[src/hw/rtl/lfsf_pkg.sv]
`default_nettype none

package lfsf_pkg;

    // Field widths fixed by the item format
    localparam int SIZE_W     = 11;
    localparam int ROW_W      = 16;
    localparam int CFG_COL_W  = 11;
    localparam int CFG_DATA_W = 16;
    localparam int CFG_IDX_W  = 1;

    // Square side saturates at the largest value of its field
    localparam logic [SIZE_W-1:0] SIZE_SAT = {SIZE_W{1'b1}};

    // Configuration register indexes
    localparam logic [CFG_IDX_W-1:0] REG_COLUMN_COUNT = 1'b0;
    localparam logic [CFG_IDX_W-1:0] REG_ROW_COUNT    = 1'b1;

    // Configuration reset values
    localparam logic [CFG_COL_W-1:0] COLUMN_COUNT_RST = 11'd1024;
    localparam logic [ROW_W-1:0]     ROW_COUNT_RST    = 16'd1;

    // One cell as it leaves the position sequencer
    typedef struct packed {
        logic             cell_free;
        logic             first_row;
        logic             first_col;
        logic             last;
        logic [ROW_W-1:0] row;
    } issue_t;

endpackage

`default_nettype wire

[src/hw/rtl/lfsf_seq.sv]
`default_nettype none

// Configuration registers, line buffer clearing pass and grid position counters
module lfsf_seq #(
    parameter int MAX_COLUMNS = 1024,
    parameter int COL_W       = 10
) (
    input  wire logic                             clk,
    input  wire logic                             rst_n,
    input  wire logic                             cfg_we,
    input  wire logic [lfsf_pkg::CFG_IDX_W-1:0]   cfg_index,
    input  wire logic [lfsf_pkg::CFG_DATA_W-1:0]  cfg_data,
    input  wire logic                             in_valid,
    input  wire logic                             in_cell_free,
    input  wire logic                             stall,
    output logic                                  in_ready,
    output logic                                  accept,
    output logic      [COL_W-1:0]                 rd_addr,
    output lfsf_pkg::issue_t                      issue,
    output logic                                  clr_we,
    output logic      [COL_W-1:0]                 clr_addr
);

    import lfsf_pkg::*;

    localparam int EW = (COL_W + 1 > CFG_COL_W) ? COL_W + 1 : CFG_COL_W;
    localparam logic [EW-1:0]    MAX_COLS_E = EW'(MAX_COLUMNS);
    localparam logic [COL_W-1:0] LAST_ADDR  = COL_W'(MAX_COLUMNS - 1);

    logic [CFG_COL_W-1:0] col_count_reg;
    logic [ROW_W-1:0]     row_count_reg;
    logic                 clearing_reg;
    logic [COL_W-1:0]     clr_addr_reg;
    logic [COL_W-1:0]     col_pos_reg, col_pos_next;
    logic [ROW_W-1:0]     row_pos_reg, row_pos_next;

    logic [EW-1:0]    cols_eff;
    logic [ROW_W:0]   rows_eff;
    logic             col_end;
    logic             row_end;

    // Configuration writes
    always_ff @(posedge clk or negedge rst_n)
    begin
        if (!rst_n)
        begin
            col_count_reg <= COLUMN_COUNT_RST;
            row_count_reg <= ROW_COUNT_RST;
        end
        else if (cfg_we)
        begin
            unique case (cfg_index)
                REG_COLUMN_COUNT: col_count_reg <= cfg_data[CFG_COL_W-1:0];
                REG_ROW_COUNT:    row_count_reg <= cfg_data[ROW_W-1:0];
                default:          ;
            endcase
        end
    end

    // Zero the line buffer once after reset, one entry a cycle
    always_ff @(posedge clk or negedge rst_n)
    begin
        if (!rst_n)
        begin
            clearing_reg <= 1'b1;
            clr_addr_reg <= '0;
        end
        else if (clearing_reg)
        begin
            clr_addr_reg <= clr_addr_reg + 1'b1;
            if (clr_addr_reg == LAST_ADDR)
            begin
                clearing_reg <= 1'b0;
            end
        end
    end

    assign clr_we   = clearing_reg;
    assign clr_addr = clr_addr_reg;

    // Effective grid dimensions: zero reads as one, columns saturate
    always_comb
    begin
        if (col_count_reg == '0)
        begin
            cols_eff = EW'(1);
        end
        else if (EW'(col_count_reg) > MAX_COLS_E)
        begin
            cols_eff = MAX_COLS_E;
        end
        else
        begin
            cols_eff = EW'(col_count_reg);
        end
        rows_eff = (row_count_reg == '0) ? (ROW_W + 1)'(1) : {1'b0, row_count_reg};
    end

    assign col_end = (EW'(col_pos_reg) + EW'(1)) >= cols_eff;
    assign row_end = ({1'b0, row_pos_reg} + (ROW_W + 1)'(1)) >= rows_eff;

    // Handshake
    assign in_ready = !clearing_reg && !stall;
    assign accept   = in_valid && in_ready;
    assign rd_addr  = col_pos_reg;

    always_comb
    begin
        issue.cell_free = in_cell_free;
        issue.first_row = (row_pos_reg == '0);
        issue.first_col = (col_pos_reg == '0);
        issue.last      = col_end && row_end;
        issue.row       = row_pos_reg;
    end

    // Raster position advance
    always_comb
    begin
        col_pos_next = col_pos_reg;
        row_pos_next = row_pos_reg;
        if (accept)
        begin
            if (col_end)
            begin
                col_pos_next = '0;
                row_pos_next = row_end ? '0 : row_pos_reg + 1'b1;
            end
            else
            begin
                col_pos_next = col_pos_reg + 1'b1;
            end
        end
    end

    always_ff @(posedge clk or negedge rst_n)
    begin
        if (!rst_n)
        begin
            col_pos_reg <= '0;
            row_pos_reg <= '0;
        end
        else
        begin
            col_pos_reg <= col_pos_next;
            row_pos_reg <= row_pos_next;
        end
    end

endmodule

`default_nettype wire

[config.mk]
export PLATFORM = sky130hd
export DESIGN_NAME = lfsf_seq
export DESIGN_NICKNAME = d
export VERILOG_FILES = /design/src/hw/rtl/lfsf_pkg.sv /design/src/hw/rtl/lfsf_seq.sv
export SDC_FILE = /design/constraint.sdc
export NUM_CORES = 1
export LEC_CHECK = 0
export BUFFER_PORTS_ARGS = -buffer_cell sky130_fd_sc_hd__buf_2
export CAP_MARGIN = 10
export CORE_AREA = 2 2 129 131
export DETAILED_ROUTE_END_ITERATION = 8
export DIE_AREA = 0 0 131 133
export PLACE_DENSITY_LB_ADDON = 0.08
export SYNTH_ARGS = -nofsm -noshare
export SYNTH_HDL_FRONTEND = slang
export SYNTH_SLANG_ARGS = --single-unit
[constraint.sdc]
create_clock -name clk -period 4.4 [get_ports clk]
set_input_delay 0.22 -clock clk [delete_from_list [all_inputs] [get_ports clk]]
set_output_delay 0.22 -clock clk [all_outputs]
set_load 0.05 [all_outputs]
**Word level (Yosys, flattened, before mapping)**

Index checks and enable logic that the tools add are counted.

- Bits in latches: 0
- Register bits: 64
- Bits in writable memories: 0
- Memory bits (read-only): 0
- Memories: 0
- Logic and storage cells: 35

- Eq/ne operators: 1
- Mux-type cells: 7
- Shift operators: 0
- Multipliers: 0
- Magnitude comparators: 3
- Bitwise gates (word level): 1
- Reductions and logical operators: 12
- Div/mod/pow operators: 0
- Add/subtract/negate cells: 5

Operators with widths:

| operator | number |
|---|---|
| $logic_not A16 Y1 | 2 |
| $mux W16 | 2 |
| $mux W11 | 2 |
| $add A10 B1 Y10 const B | 2 |
| $add A16 B1 Y17 const B | 1 |
| $ge A17 B16 Y1 | 1 |
| $add A16 B1 Y16 const B | 1 |
| $add A10 B1 Y11 const B | 1 |
| $ge A11 B11 Y1 | 1 |
| $gt A11 B11 Y1 const B | 1 |
| $logic_not A11 Y1 | 1 |
| $eq A10 B10 Y1 const B | 1 |
| $logic_not A10 Y1 | 1 |
| $mux W10 | 1 |
| $reduce_and A2 Y1 | 3 |
| $logic_and A1 B1 Y1 | 3 |
| $logic_not A1 Y1 | 2 |
| $mux W1 | 2 |
| $not A1 Y1 | 1 |

**Logic depth before layout (Yosys ltp)**

- Depth after elaboration: 5
- Mapped depth: 14
- Depth with buffers taken out: 12

**Worst setup path before layout**

No wires, ideal clock.

- Path type: reg-to-output
- From: register row_pos_reg[2]
- To: output port issue[16] (netlist name)
- Stages on the path, launching flop included: 14
- Arrival: 3.528 ns
- Slack: 0.652 ns
- Data required time: 4.180 ns
- Path buffers: 2
- Cell sequence: dfrtp_1 buf_2 nand3_1 nor2_1 nand4_1 nor2b_1 xor2_1 ha_1 nand4_1 nor4_1 a21o_1 buf_6 nor2_1 nor2_1

RTL lines:

| element | line | RTL |
|---|---|---|
| start: declaration | lfsf_seq.sv:35 | `logic [ROW_W-1:0] row_pos_reg, row_pos_next;` |
| start signal: assignment | lfsf_seq.sv:145 | `row_pos_reg <= row_pos_next;` |
| end: declaration | lfsf_seq.sv:19 | `output lfsf_pkg::issue_t issue,` |

==> reports/metrics.yaml <==
logic_synthesis:
  ys_seq_area_share_pct: 41.0
  synth_common_cells: "dfrtp_1, nand2_1, ha_1"
  async_reset_ff_share_pct: 100
  ys_types: 54
  synth_top_area_share_pct: 39.0
  synth.avg_cell_area_sq_um: 10.0
  synth-edff-count: 0
  ys.flop_type: "dfrtp_1"
  ys_warn_count: 0
  netlist_top_cells_area: "dfrtp_1, ha_1, mux2_2, xnor2_1, nand2_1"
  ys_seq_elements: 64
  syn-cell-area_sq_um: 3920
  synth_top_area_cell: "dfrtp_1"
  syn-num-nets: 445
  synth_cells: 390
  yosys.cell_count.top_type: "dfrtp_1"
routing:
  num_vias: 3077
  drtPass1Iterations: 4
  wl_per_cell_um: 15.9
  first_iter_violations: 131
  ant_nets: 0
  avgViaCountPerCell: 4.56
  wl_um: 10800
  post-route-drc-count: 0
place:
  gp_congestion: 0.771
  dpl-instance-area_sq_um: 4440
  place_hpwl_um: 7970
  io_buffers: 63
  dp_slack_ns: 0.577
critical_path:
  cpPeakStageDelay_ns: 0.50
  cpMostUsedCell: "nor2_1"
  critPathLaunchType: "flop"
  crit_fanout: 12
  cp_data_arrival_time_ns: 3.76
  critPathKind: "flop to output port"
  path_cells: "nand3_1 > nor2_1 > nand4_1 > nor2_1 > xor2_1 > ha_1 > o21a_1 > o21a_1 > a221o_1 > a21o_2 > nor2_1 > nor2_1 > buf_2"
  cp_slowest_cell: "dfrtp_1"
  crit_path_end_kind: "output port"
  crit_required_ns: 4.18
floorplan:
  die_h_um: 133
  dieArea_sq_um: 17400
  die_x_um: 131
  initial_core_util_pct: 24.2
  top_level_ports: 66
  core_sq_um: 16200
  row_count: 47
timing:
  finalMaxSlewViolations: 0
  hold_viol: 0
  rsz0062_at_grt: "no"
  period_share_pct: 90.4
  fmax_mhz: 251
  finalSetupViolCount: 0
  timing.final.crit_period_ns: 3.98
  setup_slack_ns: 0.422
  relSlewSlack_pct: 26.9
  fin_skew_ns: 0.00816
  tightest_slew_ns: 1.09
  final.setup.tns_ns: 0
power:
  vdd_ir_drop_max_v: 0.000172
  powerDensity_nw_per_um2: 464
  power.leakage_nw: 2.30
layout:
  area_growth_syn_to_layout_pct: 22.3
  ff_latch_area_sq_um: 1610
  multi_input_area_sq_um: 2150
  n_antenna_cell: 0
  nFillCells: 1718
  layout.nets: 506
  final_area_sq_um: 4790
  drive_gt1_share_pct: 28.8
global_route:
  grt-ovfl-total: 0
  grt_util_all_layers_pct: 13.3
  grt_pass1_vias: 3253
  grt_max_degree: 38
  antenna_found_initial: 0
  grt_pass1_wl_um: 17600
clock_tree:
  cts-root-buf: "clkbuf_16"
  cts.sinks: 64
  htreeDepth: 3
  cts_buffers: 9
  cts_buffer_depth: 2
  cts_setup_buffers: 0
  cts_tree: "done"
  cts.clk_slew.worst_paths_ns: 0.06
  insertion_delay_ns: 0.34
run:
  cap_violations: 0
worst_hold_path:
  min-delay-path-class: "primary input to flop"
outcome:
  status: "completed"
-- layout by cell type (no fill, tap or decap), types with 4 or more instances in the layout --
| master | n |
|---|---|
| nor2_1 | 17 |
| o21ai_0 | 15 |
| ha_1 | 32 |
| nand2_1 | 40 |
| buf_2 | 63 |
| xor2_1 | 10 |
| nor3_1 | 4 |
| a21o_1 | 4 |
| clkbuf_16 | 9 |
| xnor2_1 | 21 |
| a22o_1 | 4 |
| nor2b_1 | 5 |
| and2_1 | 9 |
| dfrtp_1 | 61 |
| nor4_1 | 11 |
| and3_1 | 7 |
| nand3_1 | 21 |
| inv_1 | 24 |
| nand4_1 | 7 |
| mux2_2 | 27 |
| a31o_2 | 9 |
| a21oi_1 | 5 |
| a221o_1 | 4 |
-- critical path, delay by kind of cell (launching register included) --
family | cells | cell delay [ns]
simple gates | 6 | 1.31
compound gates | 4 | 0.92
flops | 1 | 0.50
fa+ha+maj | 1 | 0.27
buf+inv | 1 | 0.21
xor+xnor | 1 | 0.19
-- logic make-up (layout without fill, tap and decap cells) --
logic type / after synthesis / after routing / synth area share [%]
AO/OA/AOI/OAI: 63 / 63 / 12.2
AND/OR/NAND/NOR: 133 / 133 / 17.5
multiplexers: 27 / 27 / 7.76
XOR/XNOR: 31 / 31 / 6.93
buffers and inverters: 40 / 105 / 4.38
flip-flops: 64 / 64 / 41.0
adder cells (fa/ha/maj): 32 / 32 / 10.2
-- where the power goes --
group          internal, W  switching [W]
logic             0.000239       0.000412
clock network     0.000526       0.000284
registers         0.000663      0.0000990
total              0.00143       0.000796
-- final cells by class --
class                      instances  share of cell area, %
clock buffer                      11                   5.28
clock inverter                     4                   1.59
inverter                          24                   1.88
multi-input combinational        286                   44.9
sequential                        64                   33.5
tap                              220                   5.75
timing repair buffer              66                   7.11
-- layer usage --
metal	up-vias	GRT usage, %	wire length (um)
met3	14	3.28	404
met2	55	19.7	4780
met5	-	0	0
li1	1512	-	-
met4	0	4.91	177
met1	1496	18.6	5400
-- final timing paths --
kind	startpoint	endpoint	slack, ns	depth (start not counted)
max in group asynchronous	rst_n	row_count_reg[0]	2.94	3
worst min register to register	clr_addr[9]	clr_we	0.46	1
min in group asynchronous	rst_n	row_pos_reg[13]	0.48	2
worst max register to register	row_pos_reg[2]	row_pos_reg[11]	0.85	12
worst max-delay path	row_pos_reg[2]	issue[16]	0.42	13
worst min-delay path	cfg_data[13]	row_count_reg[13]	0.11	2
-- per-stage QoR --
step	instances	power, W	utilization, %	hold slack, ns
after floorplan	390	0.00124	-	-0.0756
after global placement	659	0.00142	27.5	0.331
after detailed placement	659	0.00143	27.5	0.329
after CTS	675	0.00226	29.6	0.0938
after global routing	675	0.00238	29.6	0.0944
final	675	0.00222	29.6	0.109
-- what timing repair did --
| action | CTS | global route |
|---|---|---|
| hold buffers | 1 | 0 |
| endpoints found under the hold margin | 27 | 0 |
| endpoints found under the setup margin | 0 | 1 |
| gates resized for setup | 0 | 2 |
(Power assumes the default switching activity.)
