===== src/hw/rtl/lfsf_pkg.sv =====
`default_nettype none

package lfsf_pkg;

    // Field widths fixed by the item format
    localparam int SIZE_W     = 11;
    localparam int ROW_W      = 16;
    localparam int CFG_COL_W  = 11;
    localparam int CFG_DATA_W = 16;
    localparam int CFG_IDX_W  = 1;

    // Square side saturates at the largest value of its field
    localparam logic [SIZE_W-1:0] SIZE_SAT = {SIZE_W{1'b1}};

    // Configuration register indexes
    localparam logic [CFG_IDX_W-1:0] REG_COLUMN_COUNT = 1'b0;
    localparam logic [CFG_IDX_W-1:0] REG_ROW_COUNT    = 1'b1;

    // Configuration reset values
    localparam logic [CFG_COL_W-1:0] COLUMN_COUNT_RST = 11'd1024;
    localparam logic [ROW_W-1:0]     ROW_COUNT_RST    = 16'd1;

    // One cell as it leaves the position sequencer
    typedef struct packed {
        logic             cell_free;
        logic             first_row;
        logic             first_col;
        logic             last;
        logic [ROW_W-1:0] row;
    } issue_t;

endpackage

`default_nettype wire


===== src/hw/rtl/lfsf_cell.sv =====
`default_nettype none

// Square side update, line buffer write-back, running maximum and result register
module lfsf_cell #(
    parameter int COL_W = 10
) (
    input  wire logic                          clk,
    input  wire logic                          rst_n,
    input  wire logic                          accept,
    input  wire lfsf_pkg::issue_t              issue,
    input  wire logic [COL_W-1:0]              rd_addr,
    input  wire logic [lfsf_pkg::SIZE_W-1:0]   rd_data,
    output logic                               stall,
    output logic                               wr_en,
    output logic      [COL_W-1:0]              wr_addr,
    output logic      [lfsf_pkg::SIZE_W-1:0]   wr_data,
    output logic                               out_valid,
    input  wire logic                          out_ready,
    output logic      [lfsf_pkg::SIZE_W-1:0]   out_size,
    output logic      [lfsf_pkg::ROW_W-1:0]    out_row,
    output logic      [COL_W-1:0]              out_col
);

    import lfsf_pkg::*;

    logic              s1_valid_reg;
    issue_t            s1_reg;
    logic [COL_W-1:0]  s1_col_reg;
    logic              fwd_reg;
    logic [SIZE_W-1:0] fwd_val_reg;
    logic [SIZE_W-1:0] left_reg;
    logic [SIZE_W-1:0] upleft_reg;
    logic [SIZE_W-1:0] max_size_reg, max_size_next;
    logic [ROW_W-1:0]  max_row_reg, max_row_next;
    logic [COL_W-1:0]  max_col_reg, max_col_next;
    logic              out_valid_reg;
    logic [SIZE_W-1:0] out_size_reg;
    logic [ROW_W-1:0]  out_row_reg;
    logic [COL_W-1:0]  out_col_reg;

    logic              fire;
    logic [SIZE_W-1:0] up;
    logic [SIZE_W-1:0] left;
    logic [SIZE_W-1:0] diag;
    logic [SIZE_W-1:0] min_lu;
    logic [SIZE_W-1:0] min_all;
    logic [SIZE_W-1:0] side;
    logic              better;

    // A grid-ending cell waits while the previous result is still held
    assign stall = s1_valid_reg && s1_reg.last && out_valid_reg && !out_ready;
    assign fire  = s1_valid_reg && !stall;

    // Neighbours; the up value comes from the write in flight on a collision
    always_comb
    begin
        up      = s1_reg.first_row ? '0 : (fwd_reg ? fwd_val_reg : rd_data);
        left    = s1_reg.first_col ? '0 : left_reg;
        diag    = (s1_reg.first_col || s1_reg.first_row) ? '0 : upleft_reg;
        min_lu  = (up < left) ? up : left;
        min_all = (min_lu < diag) ? min_lu : diag;
        if (!s1_reg.cell_free)
        begin
            side = '0;
        end
        else if (min_all == SIZE_SAT)
        begin
            side = SIZE_SAT;
        end
        else
        begin
            side = min_all + 1'b1;
        end
        better = side > max_size_reg;
    end

    assign wr_en   = fire;
    assign wr_addr = s1_col_reg;
    assign wr_data = side;

    // Running maximum, with strict compare so the first corner keeps a tie
    always_comb
    begin
        max_size_next = max_size_reg;
        max_row_next  = max_row_reg;
        max_col_next  = max_col_reg;
        if (better)
        begin
            max_size_next = side;
            max_row_next  = s1_reg.row;
            max_col_next  = s1_col_reg;
        end
    end

    // Stage register and forwarding flag
    always_ff @(posedge clk or negedge rst_n)
    begin
        if (!rst_n)
        begin
            s1_valid_reg <= 1'b0;
            fwd_reg      <= 1'b0;
        end
        else
        begin
            if (accept)
            begin
                s1_valid_reg <= 1'b1;
                fwd_reg      <= fire && (s1_col_reg == rd_addr);
            end
            else if (fire)
            begin
                s1_valid_reg <= 1'b0;
            end
        end
    end

    always_ff @(posedge clk)
    begin
        if (accept)
        begin
            s1_reg      <= issue;
            s1_col_reg  <= rd_addr;
            fwd_val_reg <= side;
        end
    end

    // Neighbour history and maximum
    always_ff @(posedge clk or negedge rst_n)
    begin
        if (!rst_n)
        begin
            left_reg     <= '0;
            upleft_reg   <= '0;
            max_size_reg <= '0;
            max_row_reg  <= '0;
            max_col_reg  <= '0;
        end
        else if (fire)
        begin
            left_reg   <= side;
            upleft_reg <= up;
            if (s1_reg.last)
            begin
                max_size_reg <= '0;
                max_row_reg  <= '0;
                max_col_reg  <= '0;
            end
            else
            begin
                max_size_reg <= max_size_next;
                max_row_reg  <= max_row_next;
                max_col_reg  <= max_col_next;
            end
        end
    end

    // Result register
    always_ff @(posedge clk or negedge rst_n)
    begin
        if (!rst_n)
        begin
            out_valid_reg <= 1'b0;
        end
        else if (fire && s1_reg.last)
        begin
            out_valid_reg <= 1'b1;
        end
        else if (out_ready)
        begin
            out_valid_reg <= 1'b0;
        end
    end

    always_ff @(posedge clk)
    begin
        if (fire && s1_reg.last)
        begin
            out_size_reg <= max_size_next;
            out_row_reg  <= max_row_next;
            out_col_reg  <= max_col_next;
        end
    end

    assign out_valid = out_valid_reg;
    assign out_size  = out_size_reg;
    assign out_row   = out_row_reg;
    assign out_col   = out_col_reg;

endmodule

`default_nettype wire

===== config.mk =====
export PLATFORM = sky130hd
export DESIGN_NAME = lfsf_cell
export DESIGN_NICKNAME = d
export VERILOG_FILES = /design/src/hw/rtl/lfsf_pkg.sv /design/src/hw/rtl/lfsf_cell.sv
export SDC_FILE = /design/constraint.sdc
export NUM_CORES = 1
export LEC_CHECK = 0
export ABC_AREA = 1
export BUFFER_PORTS_ARGS = -buffer_cell sky130_fd_sc_hd__buf_2
export CORE_MARGIN = 3
export CORE_UTILIZATION = 57
export CTS_CLUSTER_SIZE = 40
export DETAILED_ROUTE_END_ITERATION = 10
export GPL_TIMING_DRIVEN = 0
export PLACE_DENSITY = 0.8
export SLEW_MARGIN = 20
export SYNTH_ARGS = -nofsm -noshare
export SYNTH_HDL_FRONTEND = slang
export SYNTH_SLANG_ARGS = --single-unit

===== constraint.sdc =====
create_clock -name clk -period 10 [get_ports clk]
set_clock_uncertainty 0.1 [all_clocks]
set_input_delay 0.5 -clock clk [delete_from_list [all_inputs] [get_ports clk]]
set_output_delay 0.5 -clock clk [all_outputs]
set_load 0.01 [all_outputs]

==> Word-level counts from Yosys, hierarchy flattened <==
Cells that the tools add are included.
{ "totals": {"ramBits": 0, "regBits": 140, "rom_bits": 0, "wordCells": 53, "inputBits": 45, "n_memories": 0, "out_inout_bits": 61, "latchBits": 0} }
{ "classes": {"reduce_logical": 11, "shift": 0, "n_mux": 18, "mul": 0, "n_div": 0, "bitwise": 0, "n_eq_ne": 2, "addsub": 1, "n_lt_le_gt_ge": 3} }
{ "ops": {"columns": ["op", "count"], "rows": [
  ["two-way mux 11 bit", 10],
  ["two-way mux 16 bit", 2],
  ["< comparator 11 bit", 2],
  ["two-way mux 10 bit", 2],
  ["adder 11 x 1 -> 11 bit, second input constant", 1],
  ["equality test 11 bit, second input constant", 1],
  ["> comparator 11 bit", 1],
  ["equality test 10 bit", 1],
  ["logical AND 1 bit", 6],
  ["two-way mux 1 bit", 4],
  ["nonzero test 2 bit", 2],
  ["zero test 1 bit", 2],
  ["logical OR 1 bit", 1]
]} }

==> Depth between registers and ports, before layout <==
{ "logic_depth": {"word_depth": 12, "mapped_depth": 52, "ltp_nobuf": 47} }

==> Least setup slack after synthesis <==
No wires, ideal clock.
{ "synth_timing": {"kind": "flip-flop to flip-flop", "from": "reg s1_reg[18] (netlist bit)", "to": "reg out_col_reg[2] (netlist: out_col[2]), data pin", "arrival_ns": 6.182, "setup_time_ns": 0.259, "setup_slack_ns": 3.459, "path_stages_with_launch": 43, "required_time_ns": 9.641, "path_buffers": 4, "period_less_slack_ns": 6.541, "cell_sequence": "edfxtp_1 inv_2 o21ai_0 nor2_1 ha_1 a21oi_1 nor2_1 a211oi_2 nand3_4 inv_1 buf_2 o21ai_0 ha_1 nand2_1 o21ai_0 nor2_8 nand2_8 buf_8 (+7 left out) nand2_2 nand2_2 inv_1 ha_1 a21oi_1 o21ai_0 a21o_1 a21oi_1 nor2_1 a211oi_1 o21ai_0 nand3_1 nand2_1 nand2_1 clkbuf_1 nand2_1 o21ai_0 inv_1"} }
{ "synth_between": {"elab_chain_len": 10, "elab_cells_between_ends": 13, "classes_between": "add/sub: 1; order compare: 3; eq/ne: 1; mux: 7; reduce/logical: 1"} }
{ "synth_lines": {"columns": ["item", "line_no", "text"], "rows": [
  ["start, declared", "lfsf_cell.sv:27", "issue_t s1_reg;"],
  ["start signal, assigned", "lfsf_cell.sv:121", "s1_reg <= issue;"],
  ["two-way mux 11 bit (*)", "lfsf_cell.sv:57", "up = s1_reg.first_row ? '0 : (fwd_reg ? fwd_val_reg : rd_data);"],
  ["named net up[8]", "lfsf_cell.sv:42", "logic [SIZE_W-1:0] up;"],
  ["< comparator 11 bit", "lfsf_cell.sv:60", "min_lu = (up < left) ? up : left;"],
  ["two-way mux 11 bit (*)", "lfsf_cell.sv:60", null],
  ["< comparator 11 bit", "lfsf_cell.sv:61", "min_all = (min_lu < diag) ? min_lu : diag;"],
  ["two-way mux 11 bit (*)", "lfsf_cell.sv:61", null],
  ["adder 11 x 1 -> 11 bit or equality test 11 bit (tied branches)", "lfsf_cell.sv:72, lfsf_cell.sv:66", null],
  ["two-way mux 11 bit (*)", "lfsf_cell.sv:66", "else if (min_all == SIZE_SAT)"],
  ["two-way mux 11 bit (*)", "lfsf_cell.sv:62", "if (!s1_reg.cell_free)"],
  ["named net wr_data, one bit", "lfsf_cell.sv:16", "output logic [lfsf_pkg::SIZE_W-1:0] wr_data,"],
  ["> comparator 11 bit (*)", "lfsf_cell.sv:74", "better = side > max_size_reg;"],
  ["two-way mux 10 bit (*)", "lfsf_cell.sv:87", "if (better)"],
  ["named net max_col_next[2]", "lfsf_cell.sv:35", "logic [COL_W-1:0] max_col_reg, max_col_next;"],
  ["end signal, assigned", "lfsf_cell.sv:180", "out_col_reg <= max_col_next;"],
  ["end, declared", "lfsf_cell.sv:39", "logic [COL_W-1:0] out_col_reg;"]
]} }
Mark *: on every way through the listed nets, which the timed path passes. The rest lies on a longest branch.
A chain may end at the register's enable or synchronous reset.

==> Worst setup path after layout <==
{ "layout_timing": {"from": "reg s1_reg[18] (netlist bit)", "to": "reg out_size_reg[3] (netlist: out_size[3]), data pin"} }
{ "layout_between": {"elab_chain_len": 10, "elab_cells_between_ends": 13, "classes_between": "add/sub: 1; order compare: 3; eq/ne: 1; mux: 7; reduce/logical: 1"} }
{ "layout_lines": {"columns": ["item", "line_no", "text"], "rows": [
  ["two-way mux 11 bit (*)", "lfsf_cell.sv:57", null],
  ["named net up[8]", "lfsf_cell.sv:42", null],
  ["< comparator 11 bit", "lfsf_cell.sv:60", null],
  ["two-way mux 11 bit (*)", "lfsf_cell.sv:60", null],
  ["< comparator 11 bit", "lfsf_cell.sv:61", null],
  ["two-way mux 11 bit (*)", "lfsf_cell.sv:61", null],
  ["adder 11 x 1 -> 11 bit or equality test 11 bit (tied branches)", "lfsf_cell.sv:72, lfsf_cell.sv:66", null],
  ["two-way mux 11 bit (*)", "lfsf_cell.sv:66", null],
  ["two-way mux 11 bit (*)", "lfsf_cell.sv:62", null],
  ["> comparator 11 bit", "lfsf_cell.sv:74", null],
  ["two-way mux 11 bit (*)", "lfsf_cell.sv:87", null],
  ["named net max_size_next[3]", "lfsf_cell.sv:33", "logic [SIZE_W-1:0] max_size_reg, max_size_next;"],
  ["end signal, assigned", "lfsf_cell.sv:178", "out_size_reg <= max_size_next;"],
  ["end, declared", "lfsf_cell.sv:37", "logic [SIZE_W-1:0] out_size_reg;"]
]} }
Marks and branches as above.

==> results.md <==
* Status: finished clean
* Yosys warns at 0
* Ranking of synthesized cells by area: edfxtp_1, dfrtp_1, nand2_1
* Total negative slack at 0 ns
* Max-Cap Viols at 0
* Num CTS Buffers at 17
* DR top layer: met4
* Crit path top cell by count: nand2_1
* Worst hold path type: in -> reg
* WL final at 17150 um
* Largest delay share family, worst path: simple AND/OR/NAND/NOR gates
* Hold buffer count at CTS at 1
* Final period util at 80.20%
* Post-CTS setup buffer count at 0
* Clk Latency, worst-skew pair at 0.42 ns
* R2r startpoint: s1_reg[18]
* Asr flop ratio synth at 44.29%
* Clock slew at reported path FFs at 0.06 ns
* Vias in the first global route at 5631
* Slew HR at 31.86%
* VDD IR-drop max at 0.1906 mV
* CP bufs+invs at 8
* Flops & latches, synth at 140
* I/O pin count at 106
* Chip width at 118.0 um
* DR WL met2 at 8528 um
* Worst Slack Setup Final at 1.980 ns
* Via count at 5762
* Final Hold Fails at 0
* FMAX at 124.7 MHz
* DRC at 0
* Dominant cell by count in the synthesized netlist: nand2_1
* Top FF cell, synth: edfxtp_1
* CTS tree: built
* Max clock buf depth at 2
* Leak pwr at 4.135 nW
* Reg2reg path depth at 45
* Switching Share at 40.89%
* HP Start: issue[0]
* Antenna diodes at 0
* DR WL/cell at 15.94 um
* Crit-path max cell delay at 0.48 ns
* Drt via density at 5.355
* RSZ-0062 raised after global routing: no
* Initial antenna violation count at 0
* Overall Power at 2.731 mW
* ANT nets after route at 0
* WP data arrival at 8.07 ns
* First-pass DRT Iterations at 5
* Register area share after synthesis at 54.44%
* Die height at 118.0 um
* H-tree depth at 4
* Row Count at 40
* Pwr per Cell Area at 319.6 nW/um^2
* Net count after synthesis at 843
* Int Pwr at 1.614 mW
* Global-route wire length before repair at 28030 um
* Levels on crit path at 45
* Post-CTS sizing at 0
* Slowest stage cell, crit path: edfxtp_1
* Clk pwr share at 22.7%
* Share of the synthesized area in the top cell type at 32.75%
* Reg power frac at 32.4%
* Die Area at 13930 sq um
* Kind of critical path: reg -> reg
* Worst Hold Depth at 1
* Syn avg cell area at 9.312 sq um
* Crit-path max FO at 10
* Combinational share of power at 44.9%
* Post-synth EDFFs at 78
* Synth unique cells at 46
* Pin count of the biggest net entering global routing at 54
* Max reg flops at 20
* Grt total ovfl at 0
* I/O Buffers at 105
* Critical Path RT at 10.05 ns
* Post-DP HPWL at 12230 um
* M1 WL at 6899 um
* Synth top cells by count: nand2_1, inv_1, edfxtp_1
* Final Max Slew Viols at 0
* Starting DRT DRC Count at 334
* Cell Area, Placed at 7953 sq um
* GRT Overall Usage at 25.46%
* Minimum clock period at 8.020 ns
* Starting Density at 58.81%
* Met3 wire len at 1248 um
* Area Overhead vs Synth at 19.47%
* CTS root buffer: clkbuf_16
* Area leader, netlist: edfxtp_1
* Core Region at 12160 sq um
* CTS Sinks at 140
* Worst setup SP type: register
* Critical Path End Type: register
* WHS at 0.1512 ns
* Tightest Pin Transition at 1.022 ns
* GPL Wtd Cong at 0.9055
* DP Worst Slack at 2.142 ns
* Mapped Area at 7152 sq um
* Sw Pwr at 1.116 mW
* Mapped Cells at 768
* Final Net Count at 970
* Final setup viols at 0
* Finished Cell Area at 8544 sq um
* CP Launch Point: s1_reg[18]
* Fraction of layout cells with a size suffix above 1 at 21.37%
==> cell usage in the layout, fill, tap and decap left out, drive strengths merged, types with 2 or more instances in the layout <==
cell type	netlist	final
nand3	40	40
a211oi	2	2
inv	117	118
clkinvlp	0	2
a21oi	12	12
bufinv	0	3
buf	6	113
o22ai	26	26
o21ai	73	73
dfrtp	62	62
nand2	218	218
xor2	2	2
nor2	47	47
or2	3	3
clkinv	2	9
nand3b	2	2
a31oi	2	2
nand4	11	11
xnor2	6	6
a21o	2	2
clkbuf	18	37
edfxtp	78	78
nor3	2	2
a21boi	4	4
ha	30	30
==> cell families (layout without fill, tap and decap cells) <==
logic type / Yosys count / in the layout / synth area share (%)
simple gates: 325 / 325 / 21.43
buf+inv: 143 / 283 / 7.960
flops: 140 / 140 / 54.44
compound gates: 122 / 122 / 9.937
fa+ha+maj: 30 / 30 / 5.248
xor+xnor: 8 / 8 / 0.9797
==> final timing paths <==
path,to,slack (ns)
worst max-delay path,out_size[3],1.98
worst min-delay path,s1_reg[0],0.15
worst max register to register,out_size[3],1.98
worst min register to register,left_reg[8],0.39
max in group asynchronous,left_reg[8],8.92
min in group asynchronous,upleft_reg[3],0.37
==> per-stage QoR <==
stage          cells  utilization, %
2_1_floorplan    768               -
3_3_place_gp    1041           64.86
3_5_place_dp    1043           65.39
4_1_cts         1076           70.26
5_1_grt         1076           70.26
6_report        1076           70.26
==> power groups by stage <==
stage	clock network [mW]	logic, mW	registers (mW)
global route	0.650	1.38	0.898
CTS	0.623	1.22	0.885
global placement	0	1.16	0.888
floorplan	0	0.819	0.919
detailed placement	0	1.20	0.893
finish	0.619	1.23	0.884
==> area by class of cell <==
class	count	area, sq um
fill	928	3617
buffer	24	122.6
multi-input combinational	485	2696
clock inverter	13	148.9
inverter	119	446.7
sequential	140	3894
tap	168	210.2
timing repair buffer	108	593.1
clock buffer	19	432.9
==> per-layer routing <==
metal  track usage (%)  up-vias
met5                 0        -
met4             10.77        0
met3             6.439       35
met2             41.93      194
met1             32.13     2747
li1                  -     2786
Power figures use the tool's default switching activity.
